`config.mk`:
```
export PLATFORM = sky130hd
export DESIGN_NAME = bracketed_list_splitter_unit_flat
export DESIGN_NICKNAME = d
export VERILOG_FILES = /design/src/hw/rtl/bls_pkg.sv /design/src/hw/rtl/bls_in_if.sv /design/src/hw/rtl/bls_out_if.sv /design/src/hw/rtl/bracketed_list_splitter_unit.sv /design/src/flat_wrapper.sv
export SDC_FILE = /design/constraint.sdc
export NUM_CORES = 1
export LEC_CHECK = 0
export BUFFER_PORTS_ARGS = -buffer_cell sky130_fd_sc_hd__buf_2
export CAP_MARGIN = 15
export CORE_MARGIN = 2
export CORE_UTILIZATION = 55
export DETAILED_ROUTE_END_ITERATION = 8
export PLACE_DENSITY = 0.81
export SYNTH_ARGS = -nofsm -noshare
export SYNTH_HDL_FRONTEND = slang
export SYNTH_SLANG_ARGS = --single-unit
export TNS_END_PERCENT = 10
```
`constraint.sdc`:
```
create_clock -name clk -period 11 [get_ports clk]
set_clock_uncertainty 0.05 [all_clocks]
set_input_delay 1.1 -clock clk [delete_from_list [all_inputs] [get_ports clk]]
set_output_delay 1.1 -clock clk [all_outputs]
set_load 0.005 [all_outputs]
```
`src/hw/rtl/bls_pkg.sv`:
```
// bls_pkg: shared codes, character constants and helpers for the bracketed list splitter
// no dependencies; compiled first

package bls_pkg;

  localparam int unsigned MAX_DEPTH   = 255;
  localparam int unsigned MAX_ENTRIES = 65535;

  localparam int unsigned DEPTH_W = 8;
  localparam int unsigned COUNT_W = 16;

  localparam logic [DEPTH_W-1:0] DEPTH_CAP =
    (MAX_DEPTH < 255) ? DEPTH_W'(MAX_DEPTH) : DEPTH_W'(255);
  localparam logic [COUNT_W-1:0] ENTRY_CAP =
    (MAX_ENTRIES > 65535) ? COUNT_W'(65535) : COUNT_W'(MAX_ENTRIES);

  localparam logic [7:0] CH_LBRACK = 8'h5B;
  localparam logic [7:0] CH_RBRACK = 8'h5D;
  localparam logic [7:0] CH_LPAREN = 8'h28;
  localparam logic [7:0] CH_RPAREN = 8'h29;
  localparam logic [7:0] CH_LBRACE = 8'h7B;
  localparam logic [7:0] CH_RBRACE = 8'h7D;
  localparam logic [7:0] CH_COMMA  = 8'h2C;
  localparam logic [7:0] CH_SPACE  = 8'h20;
  localparam logic [7:0] CH_TAB    = 8'h09;
  localparam logic [7:0] CH_LF     = 8'h0A;
  localparam logic [7:0] CH_VT     = 8'h0B;
  localparam logic [7:0] CH_FF     = 8'h0C;
  localparam logic [7:0] CH_CR     = 8'h0D;

  typedef enum logic [2:0] {
    ROLE_SPACE   = 3'd0,
    ROLE_OPEN    = 3'd1,
    ROLE_ENTRY   = 3'd2,
    ROLE_SEP     = 3'd3,
    ROLE_CLOSE   = 3'd4,
    ROLE_INVALID = 3'd5
  } role_t;

  typedef enum logic [1:0] {
    ST_OK     = 2'd0,
    ST_UNABLE = 2'd1,
    ST_DOMAIN = 2'd2
  } status_t;

  typedef enum logic {
    REG_RESIZE_MODE    = 1'b0,
    REG_EXPECTED_COUNT = 1'b1
  } reg_idx_t;

  function automatic logic is_space(input logic [7:0] c);
    return (c == CH_SPACE) || (c == CH_TAB) || (c == CH_LF) ||
           (c == CH_CR) || (c == CH_FF) || (c == CH_VT);
  endfunction

  function automatic logic is_opener(input logic [7:0] c);
    return (c == CH_LPAREN) || (c == CH_LBRACK) || (c == CH_LBRACE);
  endfunction

  function automatic logic is_closer(input logic [7:0] c);
    return (c == CH_RPAREN) || (c == CH_RBRACK) || (c == CH_RBRACE);
  endfunction

endpackage

```
`src/hw/rtl/bls_in_if.sv`:
```
// bls_in_if: request channel carrying text bytes into the splitter
// no dependencies

interface bls_in_if;
  logic       valid;
  logic       ready;
  logic [7:0] text_byte;
  logic       is_final;

  modport source (output valid, output text_byte, output is_final, input ready);
  modport sink   (input valid, input text_byte, input is_final, output ready);
endinterface

```
`src/hw/rtl/bls_out_if.sv`:
```
// bls_out_if: result channel carrying per-byte tags out of the splitter
// no dependencies

interface bls_out_if;
  logic        valid;
  logic        ready;
  logic [2:0]  byte_role;
  logic [15:0] entry_index;
  logic        is_text;
  logic        done_res;
  logic [1:0]  status;
  logic [15:0] entry_count;

  modport source (output valid, output byte_role, output entry_index, output is_text,
                  output done_res, output status, output entry_count, input ready);
  modport sink   (input valid, input byte_role, input entry_index, input is_text,
                  input done_res, input status, input entry_count, output ready);
endinterface

```
`src/hw/rtl/bracketed_list_splitter_unit.sv`:
```
// bracketed_list_splitter_unit: splits a bracketed, comma separated text into entries
// depends on bls_pkg, bls_in_if, bls_out_if
//
// channel    dir  handshake            payload
// in_chan    in   valid/ready          text_byte, is_final
// out_chan   out  valid/ready          byte_role, entry_index, is_text, done_res,
//                                      status, entry_count
// cfg (apb)  in   psel/penable/pwrite  paddr, pwdata, prdata (pready tied high)
//
// one byte per cycle while the output is not stalled: the parse state updates at acceptance and the result
// lands in the output register on the same edge
// a stalled output blocks input only while its register is full and not taken
// rst_n is synchronous; it clears parse state, output valid and the config registers

module bracketed_list_splitter_unit
  import bls_pkg::*;
(
  input  logic        clk,
  input  logic        rst_n,
  bls_in_if.sink      in_chan,
  bls_out_if.source   out_chan,
  input  logic        psel,
  input  logic        penable,
  input  logic        pwrite,
  input  logic [2:0]  paddr,
  input  logic [31:0] pwdata,
  output logic [31:0] prdata,
  output logic        pready
);

  typedef enum logic [1:0] {
    PH_BEFORE = 2'd0,
    PH_INSIDE = 2'd1,
    PH_AFTER  = 2'd2,
    PH_REJECT = 2'd3
  } phase_t;

  // configuration
  logic               resize_mode_r;
  logic [COUNT_W-1:0] expected_count_r;
  logic               cfg_wr;
  reg_idx_t           cfg_sel;

  assign pready  = 1'b1;
  assign cfg_sel = reg_idx_t'(paddr[2]);
  assign cfg_wr  = psel && penable && pwrite;

  always_comb begin
    unique case (cfg_sel)
      REG_RESIZE_MODE:    prdata = {31'd0, resize_mode_r};
      REG_EXPECTED_COUNT: prdata = {16'd0, expected_count_r};
      default:            prdata = 32'd0;
    endcase
  end

  // parse state
  phase_t             phase_r, phase_nxt;
  logic [DEPTH_W-1:0] depth_r, depth_nxt;
  logic [COUNT_W-1:0] entry_r, entry_nxt;
  logic               entry_text_r, entry_text_nxt;
  logic               content_text_r, content_text_nxt;
  logic               empty_seen_r, empty_seen_nxt;
  logic               failed_r, failed_nxt;

  // output register
  logic               out_valid_r;
  role_t              role_r, role_nxt;
  logic [COUNT_W-1:0] index_r, index_nxt;
  logic               text_r, text_nxt;
  logic               done_r;
  status_t            status_r, status_nxt;
  logic [COUNT_W-1:0] count_r, count_nxt;

  logic       in_fire;
  logic [7:0] c;
  logic       ws, opener, closer;

  assign in_chan.ready = !out_valid_r || out_chan.ready;
  assign in_fire       = in_chan.valid && in_chan.ready;
  assign c             = in_chan.text_byte;
  assign ws            = is_space(c);
  assign opener        = is_opener(c);
  assign closer        = is_closer(c);

  always_comb begin
    phase_nxt        = phase_r;
    depth_nxt        = depth_r;
    entry_nxt        = entry_r;
    entry_text_nxt   = entry_text_r;
    content_text_nxt = content_text_r;
    empty_seen_nxt   = empty_seen_r;
    failed_nxt       = failed_r;
    role_nxt         = ROLE_INVALID;
    index_nxt        = '0;
    text_nxt         = !ws;
    status_nxt       = ST_OK;
    count_nxt        = '0;

    unique case (phase_r)
      PH_BEFORE: begin
        if (ws) begin
          role_nxt = ROLE_SPACE;
        end else if (c == CH_LBRACK) begin
          role_nxt  = ROLE_OPEN;
          phase_nxt = PH_INSIDE;
          depth_nxt = DEPTH_W'(1);
        end else begin
          failed_nxt = 1'b1;
          phase_nxt  = PH_REJECT;
        end
      end
      PH_INSIDE: begin
        index_nxt = entry_r;
        if (closer && depth_r <= DEPTH_W'(1)) begin
          if (content_text_r && !entry_text_r) empty_seen_nxt = 1'b1;
          depth_nxt = '0;
          if (c == CH_RBRACK) begin
            role_nxt  = ROLE_CLOSE;
            phase_nxt = PH_AFTER;
          end else begin
            index_nxt  = '0;
            failed_nxt = 1'b1;
            phase_nxt  = PH_REJECT;
          end
        end else if (c == CH_COMMA && depth_r == DEPTH_W'(1)) begin
          role_nxt         = ROLE_SEP;
          content_text_nxt = 1'b1;
          if (!entry_text_r) empty_seen_nxt = 1'b1;
          entry_text_nxt = 1'b0;
          if ({1'b0, entry_r} + 17'd1 < {1'b0, ENTRY_CAP}) begin
            entry_nxt = entry_r + COUNT_W'(1);
          end else begin
            failed_nxt = 1'b1;
          end
        end else begin
          role_nxt = ROLE_ENTRY;
          if (opener) begin
            if (depth_r < DEPTH_CAP) depth_nxt = depth_r + DEPTH_W'(1);
            else failed_nxt = 1'b1;
          end else if (closer) begin
            depth_nxt = depth_r - DEPTH_W'(1);
          end
          if (!ws) begin
            entry_text_nxt   = 1'b1;
            content_text_nxt = 1'b1;
          end
        end
      end
      PH_AFTER: begin
        if (ws) begin
          role_nxt = ROLE_SPACE;
        end else begin
          failed_nxt = 1'b1;
          phase_nxt  = PH_REJECT;
        end
      end
      PH_REJECT: begin
        role_nxt = ROLE_INVALID;
      end
      default: begin
        role_nxt = ROLE_INVALID;
      end
    endcase

    if (in_chan.is_final) begin
      count_nxt = content_text_nxt ? entry_nxt + COUNT_W'(1) : '0;
      if (failed_nxt || phase_nxt != PH_AFTER) status_nxt = ST_UNABLE;
      else if (!resize_mode_r && count_nxt != expected_count_r) status_nxt = ST_DOMAIN;
      else if (empty_seen_nxt) status_nxt = ST_UNABLE;
      else status_nxt = ST_OK;
    end
  end

  always_ff @(posedge clk) begin
    if (!rst_n) begin
      resize_mode_r    <= 1'b1;
      expected_count_r <= '0;
      phase_r          <= PH_BEFORE;
      depth_r          <= '0;
      entry_r          <= '0;
      entry_text_r     <= 1'b0;
      content_text_r   <= 1'b0;
      empty_seen_r     <= 1'b0;
      failed_r         <= 1'b0;
      out_valid_r      <= 1'b0;
      done_r           <= 1'b0;
    end else begin
      if (cfg_wr) begin
        unique case (cfg_sel)
          REG_RESIZE_MODE:    resize_mode_r    <= pwdata[0];
          REG_EXPECTED_COUNT: expected_count_r <= pwdata[COUNT_W-1:0];
          default:            ;
        endcase
      end
      if (in_fire) begin
        if (in_chan.is_final) begin
          // end of text: back to the start state for the next one
          phase_r        <= PH_BEFORE;
          depth_r        <= '0;
          entry_r        <= '0;
          entry_text_r   <= 1'b0;
          content_text_r <= 1'b0;
          empty_seen_r   <= 1'b0;
          failed_r       <= 1'b0;
        end else begin
          phase_r        <= phase_nxt;
          depth_r        <= depth_nxt;
          entry_r        <= entry_nxt;
          entry_text_r   <= entry_text_nxt;
          content_text_r <= content_text_nxt;
          empty_seen_r   <= empty_seen_nxt;
          failed_r       <= failed_nxt;
        end
        out_valid_r <= 1'b1;
        done_r      <= in_chan.is_final;
      end else if (out_chan.ready) begin
        out_valid_r <= 1'b0;
      end
    end
  end

  always_ff @(posedge clk) begin
    if (in_fire) begin
      role_r   <= role_nxt;
      index_r  <= index_nxt;
      text_r   <= text_nxt;
      status_r <= status_nxt;
      count_r  <= count_nxt;
    end
  end

  assign out_chan.valid       = out_valid_r;
  assign out_chan.byte_role   = role_r;
  assign out_chan.entry_index = index_r;
  assign out_chan.is_text     = text_r;
  assign out_chan.done_res    = done_r;
  assign out_chan.status      = status_r;
  assign out_chan.entry_count = count_r;

  // final byte always leaves the parser in its start state
  a_final_clears: assert property (@(posedge clk) disable iff (!rst_n)
    in_fire && in_chan.is_final |=> phase_r == PH_BEFORE && depth_r == '0 && entry_r == '0)
    else $error("parse state not cleared after final byte");

  // inside the list the outer bracket is always counted
  a_inside_depth: assert property (@(posedge clk) disable iff (!rst_n)
    phase_r == PH_INSIDE |-> depth_r != '0)
    else $error("zero depth while inside list");

  // status and count only on the final result
  a_status_on_done: assert property (@(posedge clk) disable iff (!rst_n)
    out_valid_r && !done_r |-> status_r == ST_OK && count_r == '0)
    else $error("status reported on non-final result");

  // input only stalls behind a full, untaken output register
  a_ready_stall: assert property (@(posedge clk) disable iff (!rst_n)
    !in_chan.ready |-> out_valid_r && !out_chan.ready)
    else $error("input stalled without output backpressure");

endmodule
```
`src/flat_wrapper.sv`:
```
// flat-port wrapper written by rule: the top's interface ports become plain ports
module bracketed_list_splitter_unit_flat import bls_pkg::*;
  (clk, rst_n, psel, penable, pwrite, paddr, pwdata, prdata, pready, in_chan_valid, in_chan_text_byte, in_chan_is_final, in_chan_ready, out_chan_valid, out_chan_byte_role, out_chan_entry_index, out_chan_is_text, out_chan_done_res, out_chan_status, out_chan_entry_count, out_chan_ready);
  bls_in_if in_chan_i ();
  bls_out_if out_chan_i ();
  input  logic clk;
  input  logic rst_n;
  input  logic psel;
  input  logic penable;
  input  logic pwrite;
  input  logic [2:0] paddr;
  input  logic [31:0] pwdata;
  output logic [31:0] prdata;
  output logic pready;
  input wire logic [$bits(in_chan_i.valid)-1:0] in_chan_valid;
  input wire logic [$bits(in_chan_i.text_byte)-1:0] in_chan_text_byte;
  input wire logic [$bits(in_chan_i.is_final)-1:0] in_chan_is_final;
  output wire logic [$bits(in_chan_i.ready)-1:0] in_chan_ready;
  output wire logic [$bits(out_chan_i.valid)-1:0] out_chan_valid;
  output wire logic [$bits(out_chan_i.byte_role)-1:0] out_chan_byte_role;
  output wire logic [$bits(out_chan_i.entry_index)-1:0] out_chan_entry_index;
  output wire logic [$bits(out_chan_i.is_text)-1:0] out_chan_is_text;
  output wire logic [$bits(out_chan_i.done_res)-1:0] out_chan_done_res;
  output wire logic [$bits(out_chan_i.status)-1:0] out_chan_status;
  output wire logic [$bits(out_chan_i.entry_count)-1:0] out_chan_entry_count;
  input wire logic [$bits(out_chan_i.ready)-1:0] out_chan_ready;
  assign in_chan_i.valid = in_chan_valid;
  assign in_chan_i.text_byte = in_chan_text_byte;
  assign in_chan_i.is_final = in_chan_is_final;
  assign in_chan_ready = in_chan_i.ready;
  assign out_chan_valid = out_chan_i.valid;
  assign out_chan_byte_role = out_chan_i.byte_role;
  assign out_chan_entry_index = out_chan_i.entry_index;
  assign out_chan_is_text = out_chan_i.is_text;
  assign out_chan_done_res = out_chan_i.done_res;
  assign out_chan_status = out_chan_i.status;
  assign out_chan_entry_count = out_chan_i.entry_count;
  assign out_chan_i.ready = out_chan_ready;
  bracketed_list_splitter_unit u_core (.clk(clk), .rst_n(rst_n), .in_chan(in_chan_i), .out_chan(out_chan_i), .psel(psel), .penable(penable), .pwrite(pwrite), .paddr(paddr), .pwdata(pwdata), .prdata(prdata), .pready(pready));
endmodule
```
==> flow_results.xml, run 1 <==
<?xml version="1.0" encoding="UTF-8"?>
<metrics>
  <group name="status">
    <metric name="outcome" unit="">complete, no violations</metric>
  </group>
  <group name="global_routing">
    <metric name="first_global_vias" unit="">4864</metric>
    <metric name="number_of_antenna_violations_at_the_first_check_in_global_routing" unit="">0</metric>
    <metric name="track_usage" unit="%">26.51</metric>
    <metric name="grt_start_max_net_pins" unit="">45</metric>
    <metric name="grt-ovfl-total" unit="">0</metric>
    <metric name="first_pass_grt_wire_length" unit="mm">23.56</metric>
  </group>
  <group name="synth">
    <metric name="synth_compound_area_share" unit="%">17.02</metric>
    <metric name="synthDistinctLibCells" unit="">77</metric>
    <metric name="avgSynthCellArea" unit="sq um">8.573</metric>
    <metric name="synth-simple-area-share" unit="%">31.57</metric>
    <metric name="number_of_storage_elements_in_the_synthesis_netlist" unit="">87</metric>
    <metric name="synth_xor_xnor_area_share" unit="%">4.697</metric>
    <metric name="synthAdderAreaFrac" unit="%">1.092</metric>
    <metric name="synth_edf_count" unit="">38</metric>
    <metric name="synth_warnings" unit="">0</metric>
    <metric name="synthArstFlopShare" unit="%">0</metric>
    <metric name="synth_top_flop_cell" unit="">sky130_fd_sc_hd__dfxtp_1</metric>
    <metric name="synth_area" unit="sq um">5727</metric>
    <metric name="sequential_element_share_of_the_synthesized_area" unit="%">37.05</metric>
    <metric name="combinational_family_with_the_most_area_after_synthesis" unit="">simple AND/OR/NAND/NOR gates</metric>
    <metric name="muxShareOfSynthArea" unit="%">2.207</metric>
    <metric name="netlist_instances" unit="">668</metric>
  </group>
  <group name="sta">
    <metric name="max_slew.worst_pin.slew" unit="ns">1.036</metric>
    <metric name="maxSlewViolCount" unit="">0</metric>
    <metric name="report.final.setup_viol" unit="">0</metric>
    <metric name="setup_tns" unit="ns">0</metric>
    <metric name="clock.fmax" unit="MHz">178.2</metric>
    <metric name="max-slew-margin-rel" unit="%">30.74</metric>
    <metric name="timing.final.crit_share" unit="%">51.00</metric>
    <metric name="grt_setup_unrepaired" unit="">no</metric>
    <metric name="finalCriticalPeriod" unit="ns">5.610</metric>
    <metric name="final-hold-violation-count" unit="">0</metric>
  </group>
  <group name="floorplan">
    <metric name="fp.coreArea" unit="sq um">10230</metric>
    <metric name="die_h" unit="um">106.0</metric>
    <metric name="initial_core_util" unit="%">55.97</metric>
    <metric name="fp.dieArea" unit="sq um">11240</metric>
    <metric name="floorplan.die.width" unit="um">106.0</metric>
    <metric name="io-pin-count" unit="">125</metric>
    <metric name="core.rowCount" unit="">37</metric>
  </group>
  <group name="placed_design">
    <metric name="dp.cells" unit="">855</metric>
    <metric name="portBuffers" unit="">89</metric>
    <metric name="finalWeightedCongestion" unit="">0.9471</metric>
    <metric name="dpl.hpwl" unit="mm">10.71</metric>
  </group>
  <group name="clocking">
    <metric name="post_cts.repair.setup_buffers" unit="">0</metric>
    <metric name="numClockSinks" unit="">87</metric>
    <metric name="htreeDepth" unit="">3</metric>
    <metric name="hold_bufs_at_cts" unit="">0</metric>
    <metric name="cts_resized" unit="">0</metric>
    <metric name="cts_buffers" unit="">9</metric>
    <metric name="clockRootBuffer" unit="">sky130_fd_sc_hd__clkbuf_8</metric>
    <metric name="clk_transition_reported_paths" unit="ns">0.09</metric>
    <metric name="clk_latency" unit="ns">0.36</metric>
    <metric name="cts_tree" unit="">done</metric>
    <metric name="cts-root-to-sink-buffers" unit="">2</metric>
  </group>
  <group name="layout">
    <metric name="instances_no_fill" unit="">871</metric>
    <metric name="syn2layout_area_growth" unit="%">10.62</metric>
    <metric name="fillers" unit="">869</metric>
    <metric name="layout_cells_sized_above_1" unit="%">18.37</metric>
    <metric name="nNetsFinal" unit="">786</metric>
    <metric name="diodes" unit="">0</metric>
  </group>
  <group name="job">
    <metric name="max-cap-violations" unit="">0</metric>
  </group>
  <group name="critical_path">
    <metric name="setup.worst_path.start" unit="">in_chan_text_byte[4]</metric>
    <metric name="crit_fanout" unit="">16</metric>
    <metric name="cp.arrival" unit="ns">5.67</metric>
    <metric name="timing.critical_path.required" unit="ns">11.06</metric>
    <metric name="r2r_cells" unit="">13</metric>
    <metric name="cp-start-kind" unit="">input pin</metric>
    <metric name="endpoint_kind" unit="">flip-flop</metric>
    <metric name="timing.setup.critical_path_class" unit="">in -&gt; reg</metric>
    <metric name="rr_startpoint" unit="">u_core.entry_r[0]</metric>
    <metric name="worst_r2r_endpoint" unit="">u_core.out_chan.status[0]</metric>
    <metric name="r2r_slack" unit="ns">5.70</metric>
    <metric name="crit_path_end" unit="">u_core.out_chan.status[0]</metric>
  </group>
  <group name="pwr">
    <metric name="total_leakage_power" unit="nW">2.410</metric>
    <metric name="power_density_of_the_placed_cells" unit="nW/um^2">106.9</metric>
    <metric name="vdd_drop_max" unit="mV">0.06248</metric>
  </group>
  <group name="routing">
    <metric name="vias_per_cell" unit="">6.007</metric>
    <metric name="via_count" unit="">5232</metric>
    <metric name="drcViolationCount" unit="">0</metric>
    <metric name="totalWireLength" unit="mm">14.68</metric>
    <metric name="detailedRoute.firstPassIterationCount" unit="">5</metric>
    <metric name="ant_nets" unit="">0</metric>
    <metric name="first_iter_violations" unit="">361</metric>
    <metric name="wl_per_cell" unit="um">16.86</metric>
  </group>
  <group name="hold_path">
    <metric name="worstHoldPathType" unit="">reg -&gt; reg</metric>
  </group>
</metrics>
==> Yosys cell counts (20+ instances only) <==
cell type,count,area share [%]
sky130_fd_sc_hd__edfxtp_1,38,20
sky130_fd_sc_hd__nand2_1,79,5.2
sky130_fd_sc_hd__o21ai_0,27,2.4
sky130_fd_sc_hd__nor3_1,23,2.0
sky130_fd_sc_hd__dfxtp_1,49,17
sky130_fd_sc_hd__a21oi_1,23,2.0
sky130_fd_sc_hd__clkbuf_1,28,1.8
sky130_fd_sc_hd__nor2_1,40,2.6
sky130_fd_sc_hd__nand3_1,20,1.7
sky130_fd_sc_hd__and2_1,44,4.8
sky130_fd_sc_hd__a21boi_0,20,2.6
==> worst max-delay path, cell delays in order <==
cell and delay, ns:
sky130_fd_sc_hd__buf_2 0.12, sky130_fd_sc_hd__or4b_4 0.59, sky130_fd_sc_hd__nor3_4 0.26, sky130_fd_sc_hd__nand4_2 0.38
sky130_fd_sc_hd__a31oi_1 0.51, sky130_fd_sc_hd__xor2_1 0.47, sky130_fd_sc_hd__ha_1 0.36, sky130_fd_sc_hd__and3_1 0.42
sky130_fd_sc_hd__nand3_1 0.15, sky130_fd_sc_hd__xnor2_1 0.50, sky130_fd_sc_hd__mux2_2 0.40, sky130_fd_sc_hd__nor3_1 0.28
sky130_fd_sc_hd__o31ai_1 0.11
==> sequential cells by signal, summed over array words and instances (netlist names) <==
name and flops:
u_core.content_text_r 1, u_core.depth_r 8, u_core.empty_seen_r 1, u_core.entry_r 16, u_core.entry_text_r 1, u_core.expected_count_r 16, u_core.failed_r 1, u_core.out_chan.byte_role 3
u_core.out_chan.done_res 1, u_core.out_chan.entry_count 16, u_core.out_chan.entry_index 16, u_core.out_chan.is_text 1, u_core.out_chan.status 2, u_core.out_chan.valid 1, u_core.phase_r 2, u_core.resize_mode_r 1
==> power breakdown <==
part	switching [W]	internal, W	total (W)
Combinational	0.0000469	0.0000302	0.0000771
Clock	0.000119	0.000125	0.000245
Sequential	0.00000725	0.000348	0.000355
Total	0.000173	0.000504	0.000677
==> worst min path at each step <==
stage	startpoint	endpoint	slack, ns	cells after the start
global route	u_core.out_chan.done_res	u_core.out_chan.done_res	0.45	2
detailed placement	u_core.out_chan.done_res	u_core.out_chan.done_res	0.41	2
global placement	u_core.out_chan.done_res	u_core.out_chan.done_res	0.41	2
floorplan	u_core.expected_count_r[15]	u_core.expected_count_r[15]	0.40	2
CTS	u_core.out_chan.done_res	u_core.out_chan.done_res	0.43	2
finish	u_core.out_chan.done_res	u_core.out_chan.done_res	0.43	2
==> final cells by class <==
cell class              instances  area (sq um)  share of cell area (%)
inverters                      16         60.06                  0.9481
multi-input cells             525          3304                   52.16
repair buffers                 91         460.4                   7.268
clock buffers                  12         166.4                   2.627
clock inverters                 4         51.30                  0.8098
flip-flops and latches         87          2122                   33.50
well taps                     136         170.2                   2.686
==> metrics by stage <==
stage	hold WS (ns)	power [W]	setup WS, ns	area [sq um]	utilization (%)
floorplan	0.4020	0.0004148	5.963	5783	-
global placement	0.4085	0.0004360	5.122	6117	59.79
detailed placement	0.4136	0.0004390	5.085	6117	59.79
CTS	0.4339	0.0006793	5.448	6335	61.92
global route	0.4529	0.0007013	5.168	6335	61.92
finish	0.4277	0.0006771	5.390	6335	61.92
==> kinds of logic after synthesis <==
group	count (synthesis)
muxes	12
DFF	87
buffers and inverters	71
xor gates and xnor gates	29
other	2
and+or+nand+nor	322
AOI/OAI and AO/OA	140
adders and majority gates	5
==> cells in the final DEF (no fill, tap or decap), types with 3 or more instances in the layout <==
cell	instances
sky130_fd_sc_hd__nand4_1	13
sky130_fd_sc_hd__or4_1	6
sky130_fd_sc_hd__xor2_1	9
sky130_fd_sc_hd__a21oi_1	23
sky130_fd_sc_hd__o2111ai_1	3
sky130_fd_sc_hd__and3_1	9
sky130_fd_sc_hd__nor2b_1	17
sky130_fd_sc_hd__edfxtp_1	38
sky130_fd_sc_hd__buf_2	89
sky130_fd_sc_hd__o21a_1	4
sky130_fd_sc_hd__a31oi_1	9
sky130_fd_sc_hd__nor3b_1	4
sky130_fd_sc_hd__nor4_1	5
sky130_fd_sc_hd__nor4b_1	4
sky130_fd_sc_hd__o311ai_0	3
sky130_fd_sc_hd__conb_1	17
sky130_fd_sc_hd__ha_1	5
sky130_fd_sc_hd__nand4b_1	5
sky130_fd_sc_hd__mux2_2	5
sky130_fd_sc_hd__nand2_1	79
sky130_fd_sc_hd__and2_1	44
sky130_fd_sc_hd__mux2i_1	7
sky130_fd_sc_hd__dfxtp_1	49
sky130_fd_sc_hd__nand2b_1	12
sky130_fd_sc_hd__nor3_1	23
sky130_fd_sc_hd__xnor2_1	18
sky130_fd_sc_hd__nand3_1	20
sky130_fd_sc_hd__o31ai_1	6
sky130_fd_sc_hd__o21ai_1	3
sky130_fd_sc_hd__inv_1	16
sky130_fd_sc_hd__clkbuf_8	10
sky130_fd_sc_hd__or3_1	12
sky130_fd_sc_hd__o211ai_1	3
sky130_fd_sc_hd__and4_1	7
sky130_fd_sc_hd__a22oi_1	11
sky130_fd_sc_hd__o21ai_0	27
sky130_fd_sc_hd__a21boi_0	20
sky130_fd_sc_hd__nor2_1	40
sky130_fd_sc_hd__and3b_1	3
==> metal layers <==
metal  global-route usage (%)  share of wire, %  vias to the layer above
li1                         -                 -                     2516
met1                    34.88                44                     2493
met2                    43.27                48                      197
met3                    4.047               5.5                       26
met4                    11.84               2.3                        0
met5                        0                 0                        -
No activity file was read; power rests on OpenSTA's default activity.
==> run 2, diff against run 1 <==
==> constraint.sdc (replaced) <==
create_clock -name clk -period 5.8 [get_ports clk]
set_clock_uncertainty 0.05 [all_clocks]
set_input_delay 0.58 -clock clk [delete_from_list [all_inputs] [get_ports clk]]
set_output_delay 0.58 -clock clk [all_outputs]
set_load 0.005 [all_outputs]
==> flow_results.xml, run 2 (synthesis gave the netlist of run 1 again) <==
<?xml version="1.0" encoding="UTF-8"?>
<metrics>
  <group name="status">
    <metric name="outcome" unit="">complete, no violations</metric>
  </group>
  <group name="global_routing">
    <metric name="met3_usage" unit="%">2.820</metric>
    <metric name="first_global_vias" unit="">4989</metric>
    <metric name="track_usage" unit="%">27.21</metric>
    <metric name="first_pass_grt_wire_length" unit="mm">24.45</metric>
    <metric name="groute.layer.met2.usage" unit="%">44.93</metric>
    <metric name="number_of_antenna_violations_at_the_first_check_in_global_routing" unit="">0</metric>
    <metric name="global_route.peak_usage_layer" unit="">met2</metric>
    <metric name="grt_start_max_net_pins" unit="">45</metric>
    <metric name="grt-ovfl-total" unit="">0</metric>
    <metric name="groute.layer.met1.usage" unit="%">36.26</metric>
  </group>
  <group name="critical_path">
    <metric name="critical_path.slowest_cell" unit="">sky130_fd_sc_hd__or4_1</metric>
    <metric name="critPathTopFamily" unit="">simple AND/OR/NAND/NOR gates</metric>
    <metric name="r2r_slack" unit="ns">0.72</metric>
    <metric name="cp-start-kind" unit="">flip-flop</metric>
    <metric name="r2r_cells" unit="">15</metric>
    <metric name="rr_startpoint" unit="">u_core.entry_r[0]</metric>
    <metric name="cp.arrival" unit="ns">5.17</metric>
    <metric name="timing.critical_path.required" unit="ns">5.89</metric>
    <metric name="cp.buffers_inverters" unit="">0</metric>
    <metric name="crit_fanout" unit="">11</metric>
    <metric name="critical_path.cell_chain" unit="">ha_1 &gt; nand4_1 &gt; or4_1 &gt; nand4_2 &gt; a31oi_1 &gt; xor2_1 &gt; ha_1 &gt; nor2_1 &gt; o21ai_0 &gt; mux2_2 &gt; o32a_1 &gt; or4_1 &gt; nor4b_2 &gt; nand4_1 &gt; o211a_1</metric>
    <metric name="worst_r2r_endpoint" unit="">u_core.out_chan.status[1]</metric>
    <metric name="timing.critical_path.slowest_cell_delay" unit="ns">0.72</metric>
    <metric name="timing.setup.critical_path_class" unit="">reg -&gt; reg</metric>
    <metric name="endpoint_kind" unit="">flip-flop</metric>
  </group>
  <group name="hold_path">
    <metric name="hold-path-endpoint" unit="">u_core.expected_count_r[3]</metric>
    <metric name="min_path_cells" unit="">3</metric>
    <metric name="worstHoldPathType" unit="">in -&gt; reg</metric>
    <metric name="timing.hold.worst.start" unit="">pwdata[3]</metric>
  </group>
  <group name="routing">
    <metric name="drcViolationCount" unit="">0</metric>
    <metric name="vias_per_cell" unit="">6.030</metric>
    <metric name="totalWireLength" unit="mm">14.94</metric>
    <metric name="first_iter_violations" unit="">354</metric>
    <metric name="via_count" unit="">5264</metric>
    <metric name="detailedRoute.firstPassIterationCount" unit="">5</metric>
    <metric name="wl_per_cell" unit="um">17.11</metric>
    <metric name="ant_nets" unit="">0</metric>
  </group>
  <group name="layout">
    <metric name="layout_common_cells" unit="">sky130_fd_sc_hd__buf_2, sky130_fd_sc_hd__nand2_1, sky130_fd_sc_hd__dfxtp_1</metric>
    <metric name="mostFrequentLayoutCell" unit="">sky130_fd_sc_hd__buf_2</metric>
    <metric name="diodes" unit="">0</metric>
    <metric name="syn2layout_area_growth" unit="%">10.71</metric>
    <metric name="layout_cells_sized_above_1" unit="%">18.86</metric>
    <metric name="nNetsFinal" unit="">788</metric>
    <metric name="final_design_area_no_fill" unit="sq um">6340</metric>
  </group>
  <group name="pwr">
    <metric name="total_leakage_power" unit="nW">2.417</metric>
    <metric name="design_power_total" unit="W">0.001258</metric>
    <metric name="power_density_of_the_placed_cells" unit="nW/um^2">198.5</metric>
    <metric name="vdd_drop_max" unit="mV">0.1159</metric>
  </group>
  <group name="sta">
    <metric name="max-slew-margin-rel" unit="%">30.26</metric>
    <metric name="finalCriticalPeriod" unit="ns">5.084</metric>
    <metric name="tightest_hold_margin" unit="ns">0.4009</metric>
    <metric name="clock.fmax" unit="MHz">196.7</metric>
    <metric name="report.final.setup_viol" unit="">0</metric>
    <metric name="grt_setup_unrepaired" unit="">no</metric>
    <metric name="final-hold-violation-count" unit="">0</metric>
    <metric name="timing.final.crit_share" unit="%">87.66</metric>
    <metric name="post-route-worst-setup-slack" unit="ns">0.7159</metric>
    <metric name="max_slew.worst_pin.slew" unit="ns">1.042</metric>
    <metric name="maxSlewViolCount" unit="">0</metric>
    <metric name="setup_tns" unit="ns">0</metric>
  </group>
  <group name="floorplan">
    <metric name="fp.dieArea" unit="sq um">11240</metric>
    <metric name="die_h" unit="um">106.0</metric>
    <metric name="floorplan.die.width" unit="um">106.0</metric>
    <metric name="fp.coreArea" unit="sq um">10230</metric>
    <metric name="initial_core_util" unit="%">55.97</metric>
    <metric name="core.rowCount" unit="">37</metric>
    <metric name="io-pin-count" unit="">125</metric>
  </group>
  <group name="clocking">
    <metric name="clockRootBuffer" unit="">sky130_fd_sc_hd__clkbuf_8</metric>
    <metric name="cts_resized" unit="">0</metric>
    <metric name="hold_bufs_at_cts" unit="">0</metric>
    <metric name="clk_transition_reported_paths" unit="ns">0.09</metric>
    <metric name="numClockSinks" unit="">87</metric>
    <metric name="cts_buffers" unit="">9</metric>
    <metric name="cts_tree" unit="">done</metric>
    <metric name="post_cts.repair.setup_buffers" unit="">0</metric>
    <metric name="cts-root-to-sink-buffers" unit="">2</metric>
    <metric name="htreeDepth" unit="">3</metric>
    <metric name="clk_latency" unit="ns">0.37</metric>
  </group>
  <group name="job">
    <metric name="max-cap-violations" unit="">0</metric>
  </group>
  <group name="placed_design">
    <metric name="dpl.hpwl" unit="mm">10.90</metric>
    <metric name="portBuffers" unit="">89</metric>
    <metric name="preCtsSetupSlack" unit="ns">0.7332</metric>
    <metric name="post_dp_cell_area" unit="sq um">6132</metric>
    <metric name="finalWeightedCongestion" unit="">0.9416</metric>
  </group>
</metrics>
==> run 2: cell count changes in the layout (fill, tap and decap cells not counted), sizes merged <==
| cell | before | now |
|---|---|---|
| bufinv | 1 | 0 |
| inv | 16 | 19 |
| clkinvlp | 0 | 1 |
| buf | 91 | 93 |
| clkinv | 3 | 1 |
| clkbuf | 12 | 11 |
==> run 2: power by group <==
part           total [W]  internal, W  switching, W
Clock           0.000438     0.000209      0.000229
Sequential      0.000674     0.000660     0.0000142
Combinational   0.000146    0.0000573     0.0000885
==> run 2: layout make-up <==
type,count,area [sq um]
Fill cell,881,3891
Multi-Input combinational cell,525,3304
Sequential cell,87,2122
Timing Repair Buffer,93,475.5
Clock buffer,11,173.9
Tap cell,136,170.2
Inverter,16,60.06
Clock inverter,5,33.78
==> run 2: stage by stage <==
| step | util, % | instances |
|---|---|---|
| floorplan | - | 683 |
| detailed placement | 59.94 | 857 |
| CTS | 61.97 | 873 |
| finish | 61.97 | 873 |
| global placement | 59.94 | 857 |
| global route | 61.97 | 873 |
==> run 2: worst max path at each step <==
stage                              start                        end  slack, ns  cells past startpoint
floorplan           in_chan_text_byte[4]  u_core.out_chan.status[1]       1.28                     14
global placement    in_chan_text_byte[4]  u_core.out_chan.status[1]       0.81                     15
detailed placement  in_chan_text_byte[4]  u_core.out_chan.status[1]       0.73                     15
CTS                    u_core.entry_r[0]  u_core.out_chan.status[1]       0.78                     15
global route           u_core.entry_r[0]  u_core.out_chan.status[1]       0.38                     15
finish                 u_core.entry_r[0]  u_core.out_chan.status[1]       0.72                     15
==> run 2: metal layers <==
metal  vias to the layer above  wire length [um]  share of wire (%)
met2                       241              7060                 47
met1                      2488              6560                 44
met3                        26               959                6.4
li1                       2509                 -                  -
met5                         -                 0                  0
met4                         0               357                2.4
==> run 2: worst register-to-register path: stages, from the launching register on <==
cell and delay [ns]:
sky130_fd_sc_hd__dfxtp_1 0.54, sky130_fd_sc_hd__ha_1 0.34, sky130_fd_sc_hd__nand4_1 0.25, sky130_fd_sc_hd__or4_1 0.72
sky130_fd_sc_hd__nand4_2 0.15, sky130_fd_sc_hd__a31oi_1 0.10, sky130_fd_sc_hd__xor2_1 0.46, sky130_fd_sc_hd__ha_1 0.35
sky130_fd_sc_hd__nor2_1 0.08, sky130_fd_sc_hd__o21ai_0 0.09, sky130_fd_sc_hd__mux2_2 0.28, sky130_fd_sc_hd__o32a_1 0.16
sky130_fd_sc_hd__or4_1 0.49, sky130_fd_sc_hd__nor4b_2 0.31, sky130_fd_sc_hd__nand4_1 0.21, sky130_fd_sc_hd__o211a_1 0.27
